`config.mk`:
```
export PLATFORM = sky130hd
export DESIGN_NAME = spt_mulq
export DESIGN_NICKNAME = d
export VERILOG_FILES = /design/src/hdl/spt_pkg.sv /design/src/hdl/spt_mulq.sv
export SDC_FILE = /design/constraint.sdc
export NUM_CORES = 2
export LEC_CHECK = 0
export BUFFER_PORTS_ARGS = -buffer_cell sky130_fd_sc_hd__buf_2
export CORE_MARGIN = 8
export CORE_UTILIZATION = 25
export DETAILED_ROUTE_END_ITERATION = 12
export SYNTH_ARGS = -nofsm -noshare
export SYNTH_HDL_FRONTEND = slang
export SYNTH_SLANG_ARGS = --single-unit
```
`constraint.sdc`:
```
create_clock -name i_clk -period 19.6 [get_ports i_clk]
set_input_delay 5.88 -clock i_clk [delete_from_list [all_inputs] [get_ports i_clk]]
set_output_delay 5.88 -clock i_clk [all_outputs]
set_load 0.05 [all_outputs]
```
`src/hdl/spt_pkg.sv`:
```
// Shared types, constants and saturation helpers for the sparse polynomial term table.
// Used by the term RAM, the Q32.16 multiply unit and the top level.
package spt_pkg;

    localparam int MAX_TERMS = 16;
    localparam int MAX_EXP   = 255;
    localparam int ADDR_W    = $clog2(MAX_TERMS);
    localparam int CNT_W     = $clog2(MAX_TERMS + 1);
    localparam int COEF_W    = 32;
    localparam int EXP_W     = 8;
    localparam int VAL_W     = 48;

    typedef enum logic [2:0] {
        FN_SET   = 3'd0,
        FN_ACC   = 3'd1,
        FN_EVAL  = 3'd2,
        FN_DERIV = 3'd3,
        FN_READ  = 3'd4,
        FN_CLEAR = 3'd5
    } t_func;

    typedef struct packed {
        logic signed [COEF_W-1:0] coef;
        logic        [EXP_W-1:0]  expo;
    } t_entry;

    function automatic logic signed [COEF_W-1:0] clamp32(input logic signed [63:0] v);
        logic signed [COEF_W-1:0] r;
        if (v > 64'sd2147483647) begin
            r = 32'sh7FFF_FFFF;
        end else if (v < -64'sd2147483648) begin
            r = 32'sh8000_0000;
        end else begin
            r = v[COEF_W-1:0];
        end
        return r;
    endfunction

    function automatic logic signed [VAL_W-1:0] clamp48(input logic signed [63:0] v);
        logic signed [VAL_W-1:0] r;
        if (v > 64'sd140737488355327) begin
            r = 48'sh7FFF_FFFF_FFFF;
        end else if (v < -64'sd140737488355328) begin
            r = 48'sh8000_0000_0000;
        end else begin
            r = v[VAL_W-1:0];
        end
        return r;
    endfunction

endpackage

```
`src/hdl/spt_mulq.sv`:
```
// Three-stage Q32.16 by Q16.16 multiply, rounded half away from zero, saturated to 48 bits.
// Depends on spt_pkg for widths.
module spt_mulq
    import spt_pkg::*;
(
    input  logic                    i_clk,
    input  logic                    i_rst_n,
    input  logic                    i_start,
    input  logic signed [VAL_W-1:0] i_acc,
    input  logic signed [COEF_W-1:0] i_x,
    output logic                    o_done,
    output logic signed [VAL_W-1:0] o_result
);

    logic                    r_v1, r_v2, r_v3;
    logic                    r_neg1, r_neg2;
    logic [VAL_W-1:0]        r_ua;
    logic [COEF_W-1:0]       r_ux;
    logic [63:0]             r_phi;
    logic [VAL_W-1:0]        r_plo;
    logic signed [VAL_W-1:0] r_res;
    logic [63:0]             w_mag;

    assign w_mag = r_phi + 64'((r_plo + 48'h8000) >> 16);

    always_ff @(posedge i_clk) begin
        if (!i_rst_n) begin
            r_v1 <= 1'b0;
            r_v2 <= 1'b0;
            r_v3 <= 1'b0;
        end else begin
            r_v1 <= i_start;
            r_v2 <= r_v1;
            r_v3 <= r_v2;
        end
        // magnitudes and sign
        r_neg1 <= i_acc[VAL_W-1] ^ i_x[COEF_W-1];
        r_ua   <= i_acc[VAL_W-1] ? VAL_W'(-i_acc) : VAL_W'(i_acc);
        r_ux   <= i_x[COEF_W-1] ? COEF_W'(-i_x) : COEF_W'(i_x);
        // partial products
        r_neg2 <= r_neg1;
        r_phi  <= 64'(r_ua[VAL_W-1:16]) * 64'(r_ux);
        r_plo  <= VAL_W'(r_ua[15:0]) * VAL_W'(r_ux);
        // combine and saturate
        if (r_neg2) begin
            if (w_mag >= 64'h0000_8000_0000_0000) begin
                r_res <= 48'sh8000_0000_0000;
            end else begin
                r_res <= -$signed(w_mag[VAL_W-1:0]);
            end
        end else begin
            if (w_mag > 64'h0000_7FFF_FFFF_FFFF) begin
                r_res <= 48'sh7FFF_FFFF_FFFF;
            end else begin
                r_res <= $signed(w_mag[VAL_W-1:0]);
            end
        end
    end

    assign o_done   = r_v3;
    assign o_result = r_res;

endmodule

```
Word-level counts from Yosys, hierarchy flattened --
Index checks and enable logic that the tools add are counted.
Operators by class: $add $sub $neg 5, multipliers 2, $lt $le $gt $ge 2, muxes and demuxes 5, bitwise logic cells 1
Operator list (number):
- 48-bit 2-to-1 mux | 3
- 48-bit negator | 2
- 64-bit by 33-bit adder with 64-bit output | 1
- 64-bit by 48-bit >= comparator with 1-bit output (second input constant) | 1
- 64-bit by 47-bit greater-than comparator with 1-bit output (second input constant) | 1
- 32-bit by 32-bit multiplier with 64-bit output | 1
- 48-bit by 16-bit adder with 49-bit output (second input constant) | 1
- 16-bit by 32-bit multiplier with 48-bit output | 1
- 47-bit 2-to-1 mux | 1
- 32-bit negator | 1
- 31-bit 2-to-1 mux | 1
- 1-bit XOR | 1
Word-level totals: bits in registers 245, input bits 83, output and inout port bits 49, word-level logic and storage cells 27

Logic depth before layout (Yosys ltp) --
depth in word-level cells 5, mapped depth 30, gate-level depth less buffers 28

Worst setup path before layout --
Ideal clock, no wire load.
kind input -> register, start point input i_acc[9], end point register r_ua[41], setup time 0.072 ns, data arrival time 9.100 ns, data required time 19.528 ns, slack 10.428 ns, stages 10, buffers on the path 0, cells stage by stage or3_4 -> nor2_4 -> nand3_2 -> or3_1 -> or4_4 -> or4_4 -> or4_4 -> or4_4 -> o41ai_2 -> xnor2_1
On the way: cells in the longest elaborated chain, start to end 2
Ends and longest elaborated chain:
- from (decl) | RTL line spt_mulq.sv:9 | input logic signed [VAL_W-1:0] i_acc,
- 48-bit negator | RTL line spt_mulq.sv:38 | r_ua <= i_acc[VAL_W-1] ? VAL_W'(-i_acc) : VAL_W'(i_acc);
- 47-bit 2-to-1 mux | RTL line spt_mulq.sv:38
- to (signal assigned) | RTL line spt_mulq.sv:38
- to (decl) | RTL line spt_mulq.sv:17 | logic [VAL_W-1:0] r_ua;
No other way between the ends. A chain may end at the register's enable or synchronous reset.

Final worst setup path --
start point input i_acc[1], end point register r_ua[44]
The elaborated chain is that of the path after synthesis.

==> out/qor.csv <==
stage,metric,value,unit
status,status,"complete, no violations",
yosys,"Primary FF master, synth",dfxtp_1,
routing,Routed WL,181000,um
yosys,syn_nets,8451,
setup_path,crit path kind,in -> reg,
setup_path,"Data arrival, critical path",10200,ps
routing,wire per inst,18.68,um
timing,Clock Skews,32.86,ps
routing,number of vias per cell,4.688,
clocking,root buffer cell,clkbuf_16,
floorplanning,Core Footprint,0.2376,mm2
setup_path,required time worst endpoint,20170,ps
min_path,Hold Path Origin,r_v2,
timing,Final Hold Vio Count,0,
grt,largest net degree at the start of global routing,55,
routing,drt first pass iters,7,
yosys,number of flops mapped to enable cells by yosys,0,
yosys,cell area after synthesis,0.05967,mm2
timing,WHS,433.8,ps
final_layout,flip-flop and latch area,0.004662,mm2
floorplanning,IO Count,132,
yosys,sequential-to-total area share from yosys stat,7.716,%
clocking,post-cts resize count,0,
final_layout,layout cells sized above 1,5.335,%
setup_path,startpoint class of the critical path,input port,
grt,first-pass GRT wire length,285900,um
clocking,clock latency on the worst-skew pair,650,ps
place,GP Congestion,0.8832,
timing,RSZ-0062 raised after global routing,no,
place,PortBufs,131,
floorplanning,Starting Density,25.11,%
setup_path,Critical R2R Launch,r_ux[14],
yosys,"Avg Cell Area, Syn",8.992,um2
final_layout,nets,8318,
clocking,CTS tree,done,
final_layout,area grow syn2layout,8.014,%
timing,Max-slew headroom,17.88,%
place,Cells after DPL,9640,
floorplanning,die height,504.6,um
clocking,clock slew seen by the registers of the worst setup and hold paths,60,ps
final_layout,"leading cell type in the layout, fill and taps excluded",fa_1,
grt,Overall Global Routing Usage,14.01,%
place,HPWL Detailed,136200,um
clocking,Setup Buffers After CTS,0,
yosys,Synth Instances,6636,
timing,Final Max Tran Viols,0,
job,max cap viols,0,
grt,initial antenna violation count,18,
yosys,Yosys warnings,0,
clocking,cts bufs inserted,28,
routing,initial drt markers,3098,
min_path,Hold Crit Class,reg -> reg,
place,placed cell area,0.06350,mm2
clocking,Clock Sinks,230,
final_layout,FILL cells,25214,
clocking,Post-CTS Hold Fix Bufs,0,
clocking,htree depth,1,
routing,DRC,0,
timing,Fin Setup TNS,0,ps
setup_path,CP endpoint kind,flip-flop,
routing,DR vias,45443,
yosys,fraction of registers with async set or reset after synthesis,0,%
final_layout,Final Cell Area,0.06446,mm2
floorplanning,full die area,0.2546,mm2
routing,"antenna viol nets, final",0,
clocking,maximum clock path buffer count,3,
floorplanning,Placement Rows,179,
yosys,#FFs+latches synth,230,
setup_path,CP Launch Point,i_acc[1],
timing,period utilization,49.17,%
grt,number of global-route vias before repair,49260,
final_layout,Finished Layout Cells,9694,
timing,"Setup violations, final",0,
timing,FMAX,103.8,MHz
timing,Tightest Pin Transition,1213,ps
setup_path,"Max FO, Critical Path",6,
timing,Period minus WS final,9637,ps
yosys,unique cell type count in the Yosys netlist,92,
final_layout,"commonest cells after routing, fill and taps aside","fa_1 (1,314), inv_1 (1,273), nand2_1 (952)",
floorplanning,die width,504.6,um
final_layout,Multi-input gate area,0.04889,mm2
grt,gr ovfl total,0,
synthesized netlist by cell type (all sizes together) (6+ instances only):
cell | instances | area, um2
nand2 | 952 | 3573
or2 | 17 | 106.4
a21boi | 6 | 45.05
a311oi | 9 | 78.83
xnor2 | 184 | 1612
a21oi | 128 | 640.6
a31o | 7 | 61.31
ha | 418 | 5230
o31ai | 32 | 250.2
buf | 17 | 90.09
a211oi | 22 | 175.2
mux2i | 17 | 170.2
a221oi | 6 | 52.55
a21o | 72 | 540.5
dfxtp | 230 | 4604
and4 | 11 | 96.34
a31oi | 22 | 143.9
or3 | 23 | 148.9
nand3 | 119 | 600.6
inv | 1274 | 4782
a211o | 8 | 70.07
xor2 | 48 | 420.4
nor4 | 6 | 43.79
o211a | 6 | 60.06
clkbuf | 349 | 1310
or4 | 18 | 153.9
o211ai | 21 | 157.7
o41ai | 11 | 111.4
fa | 1314 | 26310
nor3 | 42 | 225.2
nor3b | 8 | 60.06
o21a | 21 | 157.7
o21ai | 122 | 610.6
nor2 | 99 | 379.1
and2 | 747 | 4673
and3 | 36 | 225.2
nor4b | 8 | 106.4
o21bai | 14 | 105.1
nor2b | 28 | 175.2
nand4 | 44 | 281.5
nand2b | 19 | 118.9
a22o | 40 | 350.3
a2111oi | 8 | 88.84
registers in the layout (all words and copies together), names as in the netlist, 32 cells and up:
signal and count:
o_result 48, r_phi 64, r_plo 33, r_ua 48, r_ux 32
critical path, stage by stage:
cell and delay, ps:
buf_2 120, inv_1 70, ha_1 170, nor2b_1 590
nand3_1 230, or3_1 390, or4_1 530, or4_1 710
or4_1 570, or4_4 490, o41ai_2 270, xnor2_1 160
layer usage:
layer	part of all wire, %	global-route usage [%]	vias up
met5	0.023	0	-
met4	2.8	3.324	6
met3	9.3	3.354	309
met2	43	21.80	1856
met1	45	19.64	23423
li1	-	-	19849
worst paths after layout:
kind | endpoint | slack [ps] | cells after the start
setup / recovery | r_ua[44] | 9960 | 12
hold / removal | o_done | 430 | 1
setup reg to reg | r_phi[63] | 10190 | 25
hold reg to reg | o_done | 430 | 1
logic make-up after synthesis:
group                      after synthesis  share of synthesized area [%]
and+or+nand+nor                       2191                          18.59
adders and majority gates             1732                          52.85
buffers and inverters                 1641                          10.37
AOI/OAI and AO/OA                      591                          6.752
xor gates and xnor gates               232                          3.405
DFF                                    230                          7.716
muxes                                   19                         0.3229
per-stage QoR:
stage	setup slack [ps]	util [%]
floorplan	10430	-
global placement	8934	26.72
detailed placement	8913	26.72
CTS	9607	27.12
global route	9474	27.12
finish	9963	27.12
cell type report:
cell class / count / area share [%]
diodes: 4 / 0.01553
clock buffers: 33 / 1.147
clock inverters: 17 / 0.3184
inverters: 1275 / 7.425
multi-input cells: 4765 / 75.86
flip-flops and latches: 230 / 7.233
well taps: 3167 / 6.148
repair buffers: 203 / 1.856
Power is not shown: default switching activity piles up to over one toggle a cycle in this logic, so the estimate is an artifact.
