File: config.mk
export PLATFORM = sky130hd
export DESIGN_NAME = spt_ram
export DESIGN_NICKNAME = d
export VERILOG_FILES = /design/src/hdl/spt_pkg.sv /design/src/hdl/spt_ram.sv
export SDC_FILE = /design/constraint.sdc
export NUM_CORES = 1
export LEC_CHECK = 0
export BUFFER_PORTS_ARGS = -buffer_cell sky130_fd_sc_hd__buf_2
export CELL_PAD_IN_SITES_DETAIL_PLACEMENT = 0
export CELL_PAD_IN_SITES_GLOBAL_PLACEMENT = 1
export CORE_AREA = 8 8 248 250
export CTS_CLUSTER_DIAMETER = 120
export CTS_CLUSTER_SIZE = 14
export DETAILED_ROUTE_END_ITERATION = 8
export DIE_AREA = 0 0 256 258
export PLACE_DENSITY = 0.65
export SYNTH_ARGS = -nofsm -noshare
export SYNTH_HDL_FRONTEND = slang
export SYNTH_SLANG_ARGS = --single-unit
File: constraint.sdc
create_clock -name i_clk -period 8.75 [get_ports i_clk]
set_input_delay 0.875 -clock i_clk [delete_from_list [all_inputs] [get_ports i_clk]]
set_output_delay 0.875 -clock i_clk [all_outputs]
set_load 0.005 [all_outputs]
File: src/hdl/spt_pkg.sv
// Shared types, constants and saturation helpers for the sparse polynomial term table.
// Used by the term RAM, the Q32.16 multiply unit and the top level.
package spt_pkg;

    localparam int MAX_TERMS = 16;
    localparam int MAX_EXP   = 255;
    localparam int ADDR_W    = $clog2(MAX_TERMS);
    localparam int CNT_W     = $clog2(MAX_TERMS + 1);
    localparam int COEF_W    = 32;
    localparam int EXP_W     = 8;
    localparam int VAL_W     = 48;

    typedef enum logic [2:0] {
        FN_SET   = 3'd0,
        FN_ACC   = 3'd1,
        FN_EVAL  = 3'd2,
        FN_DERIV = 3'd3,
        FN_READ  = 3'd4,
        FN_CLEAR = 3'd5
    } t_func;

    typedef struct packed {
        logic signed [COEF_W-1:0] coef;
        logic        [EXP_W-1:0]  expo;
    } t_entry;

    function automatic logic signed [COEF_W-1:0] clamp32(input logic signed [63:0] v);
        logic signed [COEF_W-1:0] r;
        if (v > 64'sd2147483647) begin
            r = 32'sh7FFF_FFFF;
        end else if (v < -64'sd2147483648) begin
            r = 32'sh8000_0000;
        end else begin
            r = v[COEF_W-1:0];
        end
        return r;
    endfunction

    function automatic logic signed [VAL_W-1:0] clamp48(input logic signed [63:0] v);
        logic signed [VAL_W-1:0] r;
        if (v > 64'sd140737488355327) begin
            r = 48'sh7FFF_FFFF_FFFF;
        end else if (v < -64'sd140737488355328) begin
            r = 48'sh8000_0000_0000;
        end else begin
            r = v[VAL_W-1:0];
        end
        return r;
    endfunction

endpackage

File: src/hdl/spt_ram.sv
// Term store: one write port, one read port, registered read data.
// Depends on spt_pkg for the entry type and depth.
module spt_ram
    import spt_pkg::*;
(
    input  logic              i_clk,
    input  logic              i_we,
    input  logic [ADDR_W-1:0] i_waddr,
    input  t_entry            i_wdata,
    input  logic              i_re,
    input  logic [ADDR_W-1:0] i_raddr,
    output t_entry            o_rdata
);

    t_entry r_mem [MAX_TERMS];
    t_entry r_rdata;

    always_ff @(posedge i_clk) begin
        if (i_we) begin
            r_mem[i_waddr] <= i_wdata;
        end
        // read data holds until the next read
        if (i_re) begin
            r_rdata <= r_mem[i_raddr];
        end
    end

    assign o_rdata = r_rdata;

endmodule

== Word-level counts from Yosys, hierarchy flattened ==
Memories as Yosys holds them, arrays and structs flattened. A register that Yosys moved wholly into a read port is not among the register bits.
Index checks and enable logic that the tools add are counted.
Storage, ports and cells
  word-level logic and storage cells: 3
  RAM bits: 640
  input port bits: 51
  flip-flop bits (word level): 0
  output and inout bits: 40
  memories kept: 1
Memories
  r_mem: depth 16, width 40, read ports 1, clocked after memory_dff 1, wr ports 1, line spt_ram.sv:15  | t_entry r_mem [MAX_TERMS];
Operators by class
  multiplexer cells: 2
Operator list (count)
  $mux 1: 2

== Depth between registers and ports, before layout ==
Gate-level depths: netlist of the first run.
  depth in word-level cells: 2
  gate-level depth with buffers: 6
  mapped depth without buffers: 3

== Worst setup path before layout of the first run ==
No wires, ideal clock.
  path type: input to register
  start: in i_waddr[2]
  end: mem r_mem[0][0] (netlist name), enable pin
  library setup time: 0.487 ns
  data arrival time: 4.130 ns
  cell stages on the path: 2
  path buffers: 0
  slack: 4.133 ns
  data required time: 8.263 ns
  cell sequence: or3b_2 nor3_1
RTL lines
  from (decl): line spt_ram.sv:8  | input logic [ADDR_W-1:0] i_waddr,
  to (decl): line spt_ram.sv:15
Straight into the memory's write port.

==> results of run 1 <==
[where the power goes]
group | total, W | internal, W | switching [W]
Clock | 0.00217 | 0.00114 | 0.00103
Combinational | 0.000300 | 0.000120 | 0.000180
Sequential | 0.00369 | 0.00367 | 0.0000203
Total | 0.00616 | 0.00493 | 0.00123
[cell usage after synthesis]
cell type	number	area (um2)
a22oi_1	80	601
and2_1	1	6.26
buf_1	2	7.51
buf_12	11	220
buf_2	12	60.1
buf_6	1	11.3
clkbuf_1	27	101
edfxtp_1	680	20400
mux4_1	60	1580
mux4_2	100	2250
nand2_1	41	154
nand2b_1	2	12.5
nand3_1	1	5.00
nand3b_1	2	15.0
nor2_1	13	48.8
nor2b_1	2	12.5
nor3_1	4	20.0
or3b_2	1	8.76
[metal layers]
metal	track usage, %	vias to the layer above
li1	-	4721
met1	24.0	6122
met2	25.6	294
met3	3.10	80
met4	4.23	10
met5	0	-
[per-stage QoR]
step / total power [W] / std cells / cell area, um2
after floorplan: 0.00393 / 1040 / 25500
after global placement: 0.00406 / 1866 / 26900
after detailed placement: 0.00407 / 1866 / 26900
after CTS: 0.00622 / 1924 / 28300
after global routing: 0.00635 / 1924 / 28300
final: 0.00616 / 1924 / 28300
[worst max-delay path: cells and delay by family]
family	cells	cell delay, ns
and+or+nand+nor	1	0.14
buffers and inverters	2	1.56
muxes	1	0.42
AOI/OAI and AO/OA	1	0.16
[flip-flops by register name (all words and copies together), names as in the netlist]
register,cells
r_mem,640
o_rdata,40
[cell type report]
type | count | area (um2) | area share (%)
sequential | 680 | 20400 | 72.1
clock buffer | 57 | 1430 | 5.04
clock inverter | 1 | 8.76 | 0.0309
timing repair buffer | 114 | 647 | 2.29
multi-input combinational | 307 | 4850 | 17.1
tap | 765 | 957 | 3.38
[cell usage in the layout (no fill, tap or decap)]
| cell | count |
|---|---|
| nand3_1 | 1 |
| nor2_4 | 13 |
| nand2b_1 | 2 |
| a22oi_1 | 80 |
| buf_6 | 1 |
| nand3b_1 | 2 |
| nor2b_4 | 2 |
| buf_2 | 88 |
| nand2_1 | 41 |
| nor3_2 | 4 |
| clkinv_4 | 1 |
| clkbuf_16 | 57 |
| edfxtp_1 | 680 |
| buf_4 | 24 |
| mux4_2 | 100 |
| buf_8 | 1 |
| and2_2 | 1 |
| or3b_2 | 1 |
| mux4_1 | 60 |
[logic make-up (layout without fill, tap and decap cells)]
group,count (synthesis),after routing,synth area share (%)
compound gates,80,80,2.35
simple gates,67,67,1.11
buf+inv,53,172,1.57
mux,160,160,15.0
flops,680,680,80.0
[final timing paths]
kind / slack (ns) / start / endpoint / cells after the start
hold reg to reg: 0.74 / r_mem[7][6] / o_rdata[6] / 3
setup reg to reg: 7.27 / r_mem[3][39] / o_rdata[39] / 3
hold / removal: 0.64 / i_wdata[30] / r_mem[14][30] / 1
setup / recovery: 5.80 / i_raddr[1] / o_rdata[39] / 5
==> impl_metrics.py, run 1 <==
metrics = {
    "drt": {
        "antenna_violating_nets_post_route": 0,
        "routed_via_density": 5.84,
        "route.top_layer_used": "met5",
        "route.final.wire_length_um": 55400,
        "drcViolationCount": 0,
        "detailed_router_s_first_iteration_violation_count": 1183,
        "route.met2.wl_um": 25800,
        "wirelength_per_cell_um": 28.8,
        "met3_length_um": 3310,
        "route.layer.met1.wl_um": 25200,
        "firstDrtPassIters": 5,
        "via_count_of_the_routed_design": 11200,
    },
    "floorplan": {
        "floorplan.initialDensity_pct": 44.5,
        "die-area_mm2": 0.0660,
        "floorplan.die.width_um": 256,
        "num_rows": 88,
        "die_height_um": 258,
        "core_outline_area_mm2": 0.0574,
        "top_level_ports": 91,
    },
    "setup_path": {
        "slowest_stage": "buf_6",
        "setup.worst_path.class": "in2reg",
        "worst_setup_path_start_kind": "primary input",
        "maximum_cell_stage_delay_along_the_critical_path_ns": 0.80,
        "cp.required_ns": 9.08,
        "worst-endpoint-arrival_ns": 3.28,
        "crit_fanout": 110,
        "endpoint_kind": "flip-flop",
        "crit_path_cell_trace": "buf_6 > buf_4 > mux4_1 > a22oi_1 > nand2_1",
    },
    "power_and_ir_drop": {
        "p_leak_nw": 9.02,
        "power-per-cell-area_mw_per_mm2": 218,
        "ir_worst_vdd_v": 0.000168,
    },
    "synthesis": {
        "yosys_register_bits": 680,
        "ys_seq_area_share_pct": 80.0,
        "synthesis.yosys.warnings": 0,
        "synth_fp_nets": 1091,
        "synth_area_mm2": 0.0255,
        "syn-mean-instance-area_um2": 24.5,
        "synthesis.instances": 1040,
        "netlist-cell-type-count": 18,
    },
    "global_route": {
        "grt_pass1_wl_um": 79800,
        "grt_usage_pct": 16.5,
        "gr_overflow_total": 0,
        "grt_max_degree": 111,
        "first_global_vias": 11700,
        "antenna_found_initial": 5,
    },
    "clocking": {
        "cts.htree.levels": 2,
        "post_cts_resize_count": 0,
        "root_cell_of_the_clock_tree": "clkbuf_16",
        "cts_hold_buf": 0,
        "cts_buffer_depth": 3,
        "cts.repair_timing.setup_buffer_count": 0,
        "clkSinkCount": 680,
        "cts_tree": "built",
        "number_of_buffers_added_by_the_clock_tree_synthesis_step": 54,
        "worst_setup_hold_path_clk_slew_ns": 0.06,
        "clk-insertion-delay-late_ns": 0.61,
    },
    "finish": {
        "post_layout_nets": 1208,
        "layout-drive-gt1-share_pct": 25.3,
        "antenna_cells": 0,
        "filler_cell_count": 4508,
        "postLayoutCoreUtil_pct": 49.3,
        "area_growth_syn_to_layout_pct": 10.9,
    },
    "placed_design": {
        "placement.io_buffers": 90,
        "dpl.hpwl_um": 23600,
        "globalplace.congestion": 0.658,
        "detailedPlace.worstSlack_ns": 5.13,
    },
    "timing": {
        "clock_skew_ns": 0.0129,
        "final_sum_of_negative_setup_slack_ns": 0,
        "tightestPinTransition_ns": 1.19,
        "fin_hold_ws_ns": 0.637,
        "pnr_worst_setup_slack_ns": 5.80,
        "grt_setup_unrepaired": "false",
        "hold_violations": 0,
        "final_period_minus_worst_setup_slack_ns": 2.95,
        "timing.fmax_mhz": 339,
        "max_slew_violation_total_from_the_final_report": 0,
        "timing.slew.headroom_pct": 21.0,
        "post-route-period-util_pct": 33.7,
        "setup-violations-final": 0,
    },
    "run_status": {
        "outcome": "finished clean",
    },
    "hold_path": {
        "worstHoldPathType": "in2reg",
    },
    "run": {
        "drv.max_cap_violation_count": 0,
    },
}
No activity file was read; power rests on OpenSTA's default activity.
==> inputs of run 2 (changes only) <==
- clock period: 8.75 -> 2.8 ns (I/O delays scaled with it)
==> impl_metrics.py, run 2 (same netlist as run 1, synthesis figures left out) <==
metrics = {
    "run_status": {
        "outcome": "finished clean",
    },
    "drt": {
        "route.layer.met1.wl_um": 24600,
        "met3_length_um": 3400,
        "drcViolationCount": 0,
        "wirelength_per_cell_um": 28.1,
        "route.top_layer_used": "met5",
        "routed_via_density": 5.81,
        "antenna_violating_nets_post_route": 0,
        "via_count_of_the_routed_design": 11300,
        "firstDrtPassIters": 5,
        "route.met2.wl_um": 25700,
        "route.final.wire_length_um": 54600,
        "detailed_router_s_first_iteration_violation_count": 1095,
    },
    "timing": {
        "max_slew_violation_total_from_the_final_report": 0,
        "setup-violations-final": 0,
        "tightestPinTransition_ns": 0.693,
        "grt_setup_unrepaired": "false",
        "final_period_minus_worst_setup_slack_ns": 1.52,
        "fin_hold_ws_ns": 0.0481,
        "timing.slew.headroom_pct": 53.8,
        "timing.fmax_mhz": 656,
        "final_sum_of_negative_setup_slack_ns": 0,
        "post-route-period-util_pct": 54.4,
        "clock_skew_ns": 0.00641,
        "hold_violations": 0,
    },
    "finish": {
        "layout-drive-gt1-share_pct": 26.4,
        "area_growth_syn_to_layout_pct": 12.7,
        "register_containing_the_most_flip_flops_in_the_final_layout": "r_mem",
        "instances_no_fill": 1943,
        "layout_commonest_cell": "edfxtp_1",
        "postLayoutCoreUtil_pct": 50.2,
        "final_cell_mix": "edfxtp_1, mux4_2, buf_2",
        "post_layout_nets": 1225,
        "largest_reg_flops": 640,
    },
    "global_route": {
        "gr_overflow_total": 0,
        "antenna_found_initial": 4,
        "grt_max_degree": 57,
        "grt_usage_pct": 16.4,
        "grt_pass1_wl_um": 80200,
        "first_global_vias": 12100,
    },
    "setup_path": {
        "endpoint_kind": "output pin",
        "setup.worst_path.class": "reg2out",
        "worst-endpoint-arrival_ns": 1.24,
        "cp.buffers_inverters": 1,
        "worst_setup_path_start_kind": "flip-flop",
        "r2r-start": "r_mem[11][17]",
        "slowest_stage": "edfxtp_1",
        "ff2ff_path_depth": 3,
        "reg2reg_slack_ns": 1.34,
        "crit_fanout": 1,
        "critical_path_depth": 1,
        "timing.rr.end": "o_rdata[17]",
        "maximum_cell_stage_delay_along_the_critical_path_ns": 0.47,
        "crit_path_cell_trace": "buf_2",
        "path_delay_family": "flip-flops",
        "cp.required_ns": 2.52,
    },
    "clocking": {
        "cts_buffer_depth": 3,
        "cts.repair_timing.setup_buffer_count": 0,
        "cts_tree": "built",
        "clk-insertion-delay-late_ns": 0.60,
        "root_cell_of_the_clock_tree": "clkbuf_16",
        "clkSinkCount": 680,
        "cts_hold_buf": 0,
        "worst_setup_hold_path_clk_slew_ns": 0.06,
        "post_cts_resize_count": 0,
        "number_of_buffers_added_by_the_clock_tree_synthesis_step": 54,
        "cts.htree.levels": 2,
    },
    "placed_design": {
        "dpl.hpwl_um": 27500,
        "placement.io_buffers": 90,
        "globalplace.congestion": 0.701,
        "dpl.cell_count": 1883,
    },
    "power_and_ir_drop": {
        "power-per-cell-area_mw_per_mm2": 670,
        "p_leak_nw": 9.21,
        "ir_worst_vdd_v": 0.000492,
        "fin_total_pwr_w": 0.0193,
    },
    "run": {
        "drv.max_cap_violation_count": 0,
    },
    "floorplan": {
        "floorplan.initialDensity_pct": 44.5,
        "die-area_mm2": 0.0660,
        "num_rows": 88,
        "core_outline_area_mm2": 0.0574,
        "die_height_um": 258,
        "top_level_ports": 91,
        "floorplan.die.width_um": 256,
    },
    "hold_path": {
        "cell_depth_of_the_worst_min_delay_path": 1,
        "hp-start": "i_wdata[39]",
        "holdPathEnd": "r_mem[10][39]",
        "worstHoldPathType": "in2reg",
    },
}
==> run 2: final cells by class <==
type / count / area, um2
fillers: 4472 / 28600
flip-flops and latches: 680 / 20400
multi-input cells: 307 / 4870
clock buffers: 57 / 1430
repair buffers: 131 / 1090
well taps: 765 / 957
clock inverters: 1 / 8.76
diodes: 2 / 5.00
==> run 2: worst register-to-register path: cells and delay by family, from the launching register on <==
kind               cells  cell delay (ns)
muxes                  1             0.47
DFF                    1             0.37
and+or+nand+nor        1             0.13
AOI/OAI and AO/OA      1             0.23
==> run 2: power breakdown <==
group / internal, W / switching (W)
combinational: 0.000414 / 0.000576
sequential: 0.0115 / 0.0000633
clock: 0.00356 / 0.00319
total: 0.0154 / 0.00383
==> run 2: stage by stage <==
step | setup slack, ns | area [um2]
after detailed placement | 0.646 | 27300
final | 1.28 | 28800
after floorplan | -0.135 | 25600
after global routing | 1.17 | 28800
after CTS | 1.25 | 28800
after global placement | 0.646 | 27300
==> run 2: metal layers <==
metal  global-route usage [%]  vias up
li1                         -     4765
met1                     23.9     6080
met2                     25.7      373
met3                     2.88       68
met4                     3.90        4
met5                        0        -
==> run 2: how the worst max path moves through the flow <==
| stage | slack (ns) | to | start |
|---|---|---|---|
| 3_3_place_gp | 0.65 | o_rdata[27] | i_raddr[0] |
| 6_report | 1.28 | o_rdata[38] | o_rdata[38] |
| 3_5_place_dp | 0.65 | o_rdata[20] | i_raddr[0] |
| 5_1_grt | 1.17 | o_rdata[20] | i_raddr[0] |
| 2_1_floorplan | -0.13 | r_mem[1][0] | i_waddr[2] |
| 4_1_cts | 1.25 | o_rdata[19] | o_rdata[19] |
